[config.mk]
export PLATFORM = sky130hd
export DESIGN_NAME = ppue_ctrl
export DESIGN_NICKNAME = d
export VERILOG_FILES = /design/src/rtl/ppue_pkg.sv /design/src/rtl/ppue_ctrl.sv
export SDC_FILE = /design/constraint.sdc
export NUM_CORES = 1
export LEC_CHECK = 0
export ABC_AREA = 1
export CORE_AREA = 2 2 49 51
export CTS_CLUSTER_SIZE = 16
export DETAILED_ROUTE_END_ITERATION = 16
export DIE_AREA = 0 0 51 53
export DONT_BUFFER_PORTS = 1
export PLACE_DENSITY = 0.6
export SLEW_MARGIN = 10
export SYNTH_ARGS = -nofsm -noshare
export SYNTH_HDL_FRONTEND = slang
export SYNTH_SLANG_ARGS = --single-unit
[constraint.sdc]
create_clock -name i_clk -period 1.2 [get_ports i_clk]
set_input_delay 0.12 -clock i_clk [delete_from_list [all_inputs] [get_ports i_clk]]
set_output_delay 0.12 -clock i_clk [all_outputs]
set_load 0.01 [all_outputs]
[src/rtl/ppue_pkg.sv]
// Shared types, constants and helper functions for the particle pool update engine.
`timescale 1ns / 1ps
`default_nettype none
package ppue_pkg;

    // Default sizing
    localparam int POOL_SIZE_DEF = 256;
    localparam int FRAC_BITS_DEF = 8;

    // Field widths
    localparam int WORD_W  = 24;
    localparam int COLOR_W = 8;
    localparam int OP_W    = 2;
    localparam int CODE_W  = 2;
    localparam int FPS_W   = 8;
    localparam int POS_W   = 11;
    localparam int VEL_W   = 7;
    localparam int SLOT_W  = 8;
    localparam int PIX_W   = 16;
    localparam int ALIVE_W = 9;
    localparam int WIND_W  = 11;
    localparam int GRAV_W  = 12;
    localparam int SCR_W   = 11;
    localparam int CFG_AW  = 2;
    localparam int CFG_DW  = 12;

    // Input word layout (tdata), lowest bit first
    localparam int S_TDATA_W  = 56;
    localparam int S_CODE_LSB = 0;
    localparam int S_FPS_LSB  = 2;
    localparam int S_SX_LSB   = 10;
    localparam int S_SY_LSB   = 21;
    localparam int S_VX_LSB   = 32;
    localparam int S_VY_LSB   = 39;
    localparam int S_SLOT_LSB = 46;

    // Output word layout (tdata), lowest bit first
    localparam int M_TDATA_W  = 64;
    localparam int M_SLOT_LSB = 0;
    localparam int M_ALIVE    = 8;
    localparam int M_ONSCR    = 9;
    localparam int M_PX_LSB   = 10;
    localparam int M_PY_LSB   = 26;
    localparam int M_COL_LSB  = 42;
    localparam int M_CNT_LSB  = 50;

    // Op codes (tuser)
    localparam logic [OP_W-1:0] OP_SPAWN = 2'd0;
    localparam logic [OP_W-1:0] OP_TICK  = 2'd1;
    localparam logic [OP_W-1:0] OP_READ  = 2'd2;

    // Color codes
    localparam logic [CODE_W-1:0] CODE_RED   = 2'd0;
    localparam logic [CODE_W-1:0] CODE_GREEN = 2'd1;
    localparam logic [CODE_W-1:0] CODE_BLUE  = 2'd2;

    // Configuration register indexes
    localparam logic [CFG_AW-1:0] CFG_WIND    = 2'd0;
    localparam logic [CFG_AW-1:0] CFG_GRAVITY = 2'd1;
    localparam logic [CFG_AW-1:0] CFG_SCR_W   = 2'd2;
    localparam logic [CFG_AW-1:0] CFG_SCR_H   = 2'd3;

    // Configuration reset values
    localparam logic [WIND_W-1:0] WIND_RST  = 11'd0;
    localparam logic [GRAV_W-1:0] GRAV_RST  = 12'd5;
    localparam logic [SCR_W-1:0]  SCR_W_RST = 11'd640;
    localparam logic [SCR_W-1:0]  SCR_H_RST = 11'd480;

    // Fade ranges
    localparam logic [COLOR_W-1:0] RED_FIRST   = 8'd32;
    localparam logic [COLOR_W-1:0] RED_END     = 8'd47;
    localparam logic [COLOR_W-1:0] GREEN_FIRST = 8'd96;
    localparam logic [COLOR_W-1:0] GREEN_END   = 8'd111;
    localparam logic [COLOR_W-1:0] BLUE_FIRST  = 8'd144;
    localparam logic [COLOR_W-1:0] BLUE_END    = 8'd159;
    localparam logic [COLOR_W-1:0] WHITE_FIRST = 8'd16;
    localparam logic [COLOR_W-1:0] WHITE_END   = 8'd31;

    // Saturation bounds of a position/velocity word
    localparam logic [WORD_W-1:0] WORD_MAX = 24'h7F_FFFF;
    localparam logic [WORD_W-1:0] WORD_MIN = 24'h80_0000;

    // One pool slot
    typedef struct packed {
        logic               alive;
        logic [WORD_W-1:0]  pos_x;
        logic [WORD_W-1:0]  pos_y;
        logic [WORD_W-1:0]  vel_x;
        logic [WORD_W-1:0]  vel_y;
        logic [COLOR_W-1:0] cur_col;
        logic [COLOR_W-1:0] end_col;
        logic [FPS_W-1:0]   frame_cnt;
        logic [FPS_W-1:0]   frame_lim;
    } t_entry;

    // Controller to datapath
    typedef struct packed {
        logic load;      // latch the input word, clear result staging
        logic rd_en;     // read one slot
        logic use_slot;  // read address from latched slot index
        logic clr_en;    // clear one slot (after reset)
        logic set_full;  // spawn found no free slot
        logic push;      // move staged result to the output register
    } t_cmd;

    // Datapath to controller
    typedef struct packed {
        logic hit;       // spawn has placed its particle
        logic out_free;  // output register can take a result
    } t_stat;

    typedef enum logic [3:0] {
        ST_CLEAR,
        ST_IDLE,
        ST_SPAWN,
        ST_SPAWN_DRAIN,
        ST_SPAWN_END,
        ST_TICK,
        ST_TICK_DRAIN,
        ST_READ,
        ST_READ_WAIT,
        ST_DONE
    } t_state;

    function automatic logic [COLOR_W-1:0] color_first(input logic [CODE_W-1:0] code);
        logic [COLOR_W-1:0] c;
        case (code)
            CODE_RED:   c = RED_FIRST;
            CODE_GREEN: c = GREEN_FIRST;
            CODE_BLUE:  c = BLUE_FIRST;
            default:    c = WHITE_FIRST;
        endcase
        return c;
    endfunction

    function automatic logic [COLOR_W-1:0] color_end(input logic [CODE_W-1:0] code);
        logic [COLOR_W-1:0] c;
        case (code)
            CODE_RED:   c = RED_END;
            CODE_GREEN: c = GREEN_END;
            CODE_BLUE:  c = BLUE_END;
            default:    c = WHITE_END;
        endcase
        return c;
    endfunction

    // Signed add with clamp to the word range
    function automatic logic [WORD_W-1:0] sat_add(input logic [WORD_W-1:0] a,
                                                  input logic [WORD_W-1:0] b);
        logic [WORD_W:0] s;
        logic [WORD_W-1:0] r;
        s = {a[WORD_W-1], a} + {b[WORD_W-1], b};
        if (s[WORD_W] != s[WORD_W-1]) begin
            r = s[WORD_W] ? WORD_MIN : WORD_MAX;
        end else begin
            r = s[WORD_W-1:0];
        end
        return r;
    endfunction

endpackage
`default_nettype wire

[src/rtl/ppue_ctrl.sv]
// Controller: sequences clearing, spawn scan, tick sweep, slot read and result hand-off.
`timescale 1ns / 1ps
`default_nettype none
module ppue_ctrl #(
    parameter int POOL_SIZE = ppue_pkg::POOL_SIZE_DEF
) (
    input  wire logic                      i_clk,
    input  wire logic                      i_rst_n,
    input  wire logic                      i_s_tvalid,
    output logic                           o_s_tready,
    input  wire logic [ppue_pkg::OP_W-1:0] i_op,
    output ppue_pkg::t_cmd                 o_cmd,
    output logic [$clog2(POOL_SIZE)-1:0]   o_addr,
    input  wire ppue_pkg::t_stat           i_stat
);

    localparam int AW = $clog2(POOL_SIZE);
    localparam logic [AW-1:0] LAST_SLOT = AW'(POOL_SIZE - 1);

    ppue_pkg::t_state r_state, n_state;
    logic [AW-1:0]    r_cnt, n_cnt;
    logic             w_accept;

    assign w_accept = i_s_tvalid && o_s_tready;

    // State and slot counter
    always_ff @(posedge i_clk) begin
        if (!i_rst_n) begin
            r_state <= ppue_pkg::ST_CLEAR;
            r_cnt   <= '0;
        end else begin
            r_state <= n_state;
            r_cnt   <= n_cnt;
        end
    end

    // Next state
    always_comb begin
        n_state = r_state;
        n_cnt   = r_cnt;
        case (r_state)
            ppue_pkg::ST_CLEAR: begin
                n_cnt = r_cnt + 1'b1;
                if (r_cnt == LAST_SLOT) begin
                    n_cnt   = '0;
                    n_state = ppue_pkg::ST_IDLE;
                end
            end
            ppue_pkg::ST_IDLE: begin
                if (w_accept) begin
                    n_cnt = '0;
                    case (i_op)
                        ppue_pkg::OP_SPAWN: n_state = ppue_pkg::ST_SPAWN;
                        ppue_pkg::OP_TICK:  n_state = ppue_pkg::ST_TICK;
                        ppue_pkg::OP_READ:  n_state = ppue_pkg::ST_READ;
                        default:            n_state = ppue_pkg::ST_DONE;
                    endcase
                end
            end
            ppue_pkg::ST_SPAWN: begin
                if (i_stat.hit) begin
                    n_state = ppue_pkg::ST_DONE;
                end else begin
                    n_cnt = r_cnt + 1'b1;
                    if (r_cnt == LAST_SLOT) begin
                        n_state = ppue_pkg::ST_SPAWN_DRAIN;
                    end
                end
            end
            ppue_pkg::ST_SPAWN_DRAIN: n_state = ppue_pkg::ST_SPAWN_END;
            ppue_pkg::ST_SPAWN_END:   n_state = ppue_pkg::ST_DONE;
            ppue_pkg::ST_TICK: begin
                n_cnt = r_cnt + 1'b1;
                if (r_cnt == LAST_SLOT) begin
                    n_state = ppue_pkg::ST_TICK_DRAIN;
                end
            end
            ppue_pkg::ST_TICK_DRAIN: n_state = ppue_pkg::ST_DONE;
            ppue_pkg::ST_READ:       n_state = ppue_pkg::ST_READ_WAIT;
            ppue_pkg::ST_READ_WAIT:  n_state = ppue_pkg::ST_DONE;
            ppue_pkg::ST_DONE: begin
                if (i_stat.out_free) begin
                    n_state = ppue_pkg::ST_IDLE;
                end
            end
            default: n_state = ppue_pkg::ST_IDLE;
        endcase
    end

    // Outputs
    always_comb begin
        o_cmd      = '0;
        o_addr     = r_cnt;
        o_s_tready = 1'b0;
        case (r_state)
            ppue_pkg::ST_CLEAR: o_cmd.clr_en = 1'b1;
            ppue_pkg::ST_IDLE: begin
                o_s_tready = 1'b1;
                o_cmd.load = w_accept;
            end
            ppue_pkg::ST_SPAWN:     o_cmd.rd_en = !i_stat.hit;
            ppue_pkg::ST_SPAWN_END: o_cmd.set_full = !i_stat.hit;
            ppue_pkg::ST_TICK:      o_cmd.rd_en = 1'b1;
            ppue_pkg::ST_READ: begin
                o_cmd.rd_en    = 1'b1;
                o_cmd.use_slot = 1'b1;
            end
            ppue_pkg::ST_DONE:      o_cmd.push = i_stat.out_free;
            default: o_cmd = '0;
        endcase
    end

endmodule
`default_nettype wire

==> impl_metrics.ini <==
[power_and_ir_drop]
cellLeakagePower_nw = 0.796
max_rail_drop_vdd_uv = 1750
power-per-cell-area_nw_per_um2 = 2270

[grt]
grt_start_max_net_pins = 9
grt_first_pass_wirelength_mm = 4.80
grt_use_total_pct = 24.1
antenna_violations_before_repair = 0
global_route.overflow_total = 0
grt_pass1_vias = 1068

[sta]
finalMaxSlewViolations = 0
setup_failing_eps_final = 19
relative_slew_slack_pct = 69.6
setup_slack_ns = -0.268
report.final.hold_viol_count = 0
finalCritPeriodShare_pct = 122
final.setup_skew_ns = 0.00244
period_needed_ns = 1.47
worst_slew_pin_slew_ns = 0.451
fmax_mhz = 681
setup_tns_final_ns = -3.86
unrepaired_setup_endpoints_after_global_routing = yes

[cts]
cts_buffers = 3
clockBufferDepth = 2
cts.reportedPaths.clkPinSlew_ns = 0.08
clock-sinks = 12
clock_tree_from_tritoncts = built
cts_max_level = 1
root_buffer_cell = sky130_fd_sc_hd__clkbuf_4
clock_latency_ns = 0.28

[critical_path]
path_max_fanout = 7
timing.critical_path.slowest_cell_delay_ns = 0.38
crit_path_top_delay_cell = sky130_fd_sc_hd__dfxtp_4
kind_of_launch_point_of_the_worst_setup_path = flip-flop
path_delay_family = simple AND/OR/NAND/NOR gates
setup.worst_path.end_class = flip-flop
critPathRequiredTime_ns = 1.41
crit_type = flip-flop to flip-flop
crit_chain = nor2_4 > nand2_2 > buf_6 > buf_6 > nor2_4 > nor2_1 > nand3_1 > nand2_1 > nor2_1
crit_path_start = r_state[2]$_SDFFE_PN0P_
crit_reg_reg_startpoint = r_state[2]$_SDFFE_PN0P_
crit_arrival_ns = 1.68
timing.critical_path.buf_inv = 2

[logic_synthesis]
syn-num-nets = 157
synth_largest_area_cell = sky130_fd_sc_hd__dfxtp_1
synth_simple_gate_area_share_pct = 44.6
synth_warnings = 0
syn_avg_cell_area_sq_um = 6.31
post_synth_mux_area_share_pct = 0
synth_top_family_by_area = simple AND/OR/NAND/NOR gates
mappedNetlistArea_sq_um = 921
synth-seq-area-share_pct = 26.1
yosys.area_share.adder_pct = 5.43
synthesized_area_fraction_occupied_by_xor_and_xnor_cells_pct = 0.951
synthDistinctLibCells = 30
synthTopCellsByArea = sky130_fd_sc_hd__dfxtp_1 (26%), sky130_fd_sc_hd__nand2_1 (13%), sky130_fd_sc_hd__nor2_1 (9.0%)
synthCells = 146
synth_compound_gate_area_share_pct = 11.5
synth_top_area_share_pct = 26.1
ys_ff_latch = 12

[placed_design]
routabilityCongestion = 0.820
port-buffer-count = 0
preCtsSetupSlack_ns = -0.245
hpwlAfterDp_mm = 1.94

[run_status]
violations = negative setup slack
outcome = finished with violations

[finish]
fillers = 158
sequential_cell_area_sq_um = 260
layout_area_growth_over_synthesis_pct = 72.7
multiInputGateArea_sq_um = 785
final_common_cell = sky130_fd_sc_hd__buf_4
diodes = 0
nNetsFinal = 202
layout_common_cells = sky130_fd_sc_hd__buf_4 (29), sky130_fd_sc_hd__nand2_1 (22), sky130_fd_sc_hd__inv_1 (17), sky130_fd_sc_hd__nor2_1 (13), sky130_fd_sc_hd__buf_6 (12)
layout-drive-gt1-share_pct = 54.7

[routing]
post_drt_via_cell_ratio = 5.10
dr.pass1.iters = 4
detail-route-antenna-nets = 0
wl_met2_mm = 1.83
total_length_of_routed_met3_wires_um = 158
detail_route.wirelength_mm = 3.27
remaining_drc_errors = 0
uppermost_layer_routed = met4
detailedRoute.firstIterationViolations = 19
detail_route.wl_per_cell_um = 15.0
vias = 1112
m1WireLength_mm = 1.18

[floorplan]
die_x_um = 51
top_level_ports = 22
floorplan.core_area_sq_um = 2150
floorplan.die_area_sq_um = 2700
height_of_the_die_um = 53
floorplan.initialDensity_pct = 42.9
row_count = 17

[run]
max-cap-violations = 0

[min_path]
hp-class = input port to flip-flop
timing.hold.worst.start = i_rst_n
logic make-up after synthesis:
family,Yosys count
AO/OA/AOI/OAI,17
XOR/XNOR,1
adder cells (fa/ha/maj),4
buffers and inverters,27
flip-flops,12
AND/OR/NAND/NOR,85
path summary, 6_finish.rpt:
path,endpoint,slack (ns),depth (start not counted)
worst max-delay path,r_state[1]$_SDFFE_PN0P_,-0.27,9
worst min register to register,o_addr[7]$_SDFFE_PN0P_,0.61,3
worst max register to register,r_state[1]$_SDFFE_PN0P_,-0.27,9
worst min-delay path,o_addr[0]$_SDFFE_PN0P_,0.08,4
worst reg2reg max path, cell delays in order (launching register included):
cell and delay (ns):
sky130_fd_sc_hd__dfxtp_4 0.38, sky130_fd_sc_hd__nor2_4 0.26, sky130_fd_sc_hd__nand2_2 0.13, sky130_fd_sc_hd__buf_6 0.15, sky130_fd_sc_hd__buf_6 0.11, sky130_fd_sc_hd__nor2_4 0.08
sky130_fd_sc_hd__nor2_1 0.04, sky130_fd_sc_hd__nand3_1 0.07, sky130_fd_sc_hd__nand2_1 0.07, sky130_fd_sc_hd__nor2_1 0.12
area by class of cell:
class / count / area share [%]
sequential: 12 / 16.4
multi-input combinational: 107 / 49.3
inverter: 25 / 7.00
tap: 28 / 2.20
timing repair buffer: 42 / 22.8
clock buffer: 4 / 2.28
routing by layer:
| metal | global-route usage [%] | vias to the layer above |
|---|---|---|
| li1 | - | 552 |
| met4 | 9.91 | 0 |
| met2 | 44.4 | 35 |
| met1 | 27.2 | 513 |
| met3 | 4.24 | 12 |
| met5 | 0 | - |
stage by stage:
| stage | hold WS [ns] | utilization, % | instances | power (W) | cell area (sq um) |
|---|---|---|---|---|---|
| final | 0.0810 | 74.0 | 218 | 0.00361 | 1590 |
| after global routing | 0.0761 | 74.0 | 218 | 0.00383 | 1590 |
| after CTS | 0.0579 | 68.2 | 216 | 0.00318 | 1470 |
| after detailed placement | 0.239 | 57.3 | 202 | 0.00232 | 1230 |
| after global placement | 0.237 | 57.3 | 202 | 0.00228 | 1230 |
| after floorplan | 0.290 | - | 146 | 0.00174 | 986 |
where the power goes:
| part | total (W) | switching (W) | leakage (nW) | internal, W |
|---|---|---|---|---|
| combinational | 0.00260 | 0.00142 | 0.674 | 0.00119 |
| clock | 0.000333 | 0.000148 | 0.0210 | 0.000185 |
| sequential | 0.000678 | 0.000159 | 0.101 | 0.000519 |
| total | 0.00361 | 0.00172 | 0.796 | 0.00189 |
cells in the mapped netlist:
| cell | count |
|---|---|
| sky130_fd_sc_hd__a21boi_1 | 1 |
| sky130_fd_sc_hd__a21oi_1 | 4 |
| sky130_fd_sc_hd__a21oi_2 | 2 |
| sky130_fd_sc_hd__buf_1 | 1 |
| sky130_fd_sc_hd__buf_4 | 1 |
| sky130_fd_sc_hd__dfxtp_1 | 12 |
| sky130_fd_sc_hd__ha_1 | 4 |
| sky130_fd_sc_hd__inv_1 | 20 |
| sky130_fd_sc_hd__inv_2 | 5 |
| sky130_fd_sc_hd__nand2_1 | 33 |
| sky130_fd_sc_hd__nand2_2 | 5 |
| sky130_fd_sc_hd__nand3_1 | 13 |
| sky130_fd_sc_hd__nand3_2 | 1 |
| sky130_fd_sc_hd__nand3_4 | 1 |
| sky130_fd_sc_hd__nand3b_1 | 1 |
| sky130_fd_sc_hd__nand4_1 | 1 |
| sky130_fd_sc_hd__nor2_1 | 22 |
| sky130_fd_sc_hd__nor2_2 | 2 |
| sky130_fd_sc_hd__nor2_4 | 1 |
| sky130_fd_sc_hd__nor2_8 | 1 |
| sky130_fd_sc_hd__nor3_1 | 2 |
| sky130_fd_sc_hd__nor4_1 | 1 |
| sky130_fd_sc_hd__o21ai_0 | 1 |
| sky130_fd_sc_hd__o21ai_1 | 5 |
| sky130_fd_sc_hd__o21ai_2 | 1 |
| sky130_fd_sc_hd__o21bai_1 | 1 |
| sky130_fd_sc_hd__o22ai_1 | 1 |
| sky130_fd_sc_hd__o311ai_0 | 1 |
| sky130_fd_sc_hd__or2_2 | 1 |
| sky130_fd_sc_hd__xnor2_1 | 1 |
what timing repair did:
action                                  CTS  global route
endpoints found under the setup margin   19            19
endpoints found under the hold margin     5             0
resized for setup                        35            28
pin swaps                                16            19
hold buffers                              1             0
setup buffers                             9             4
flip-flops by register name (all words and copies together), names as in the netlist:
name,count
o_addr,8
r_state,4
Power figures use the tool's default switching activity.
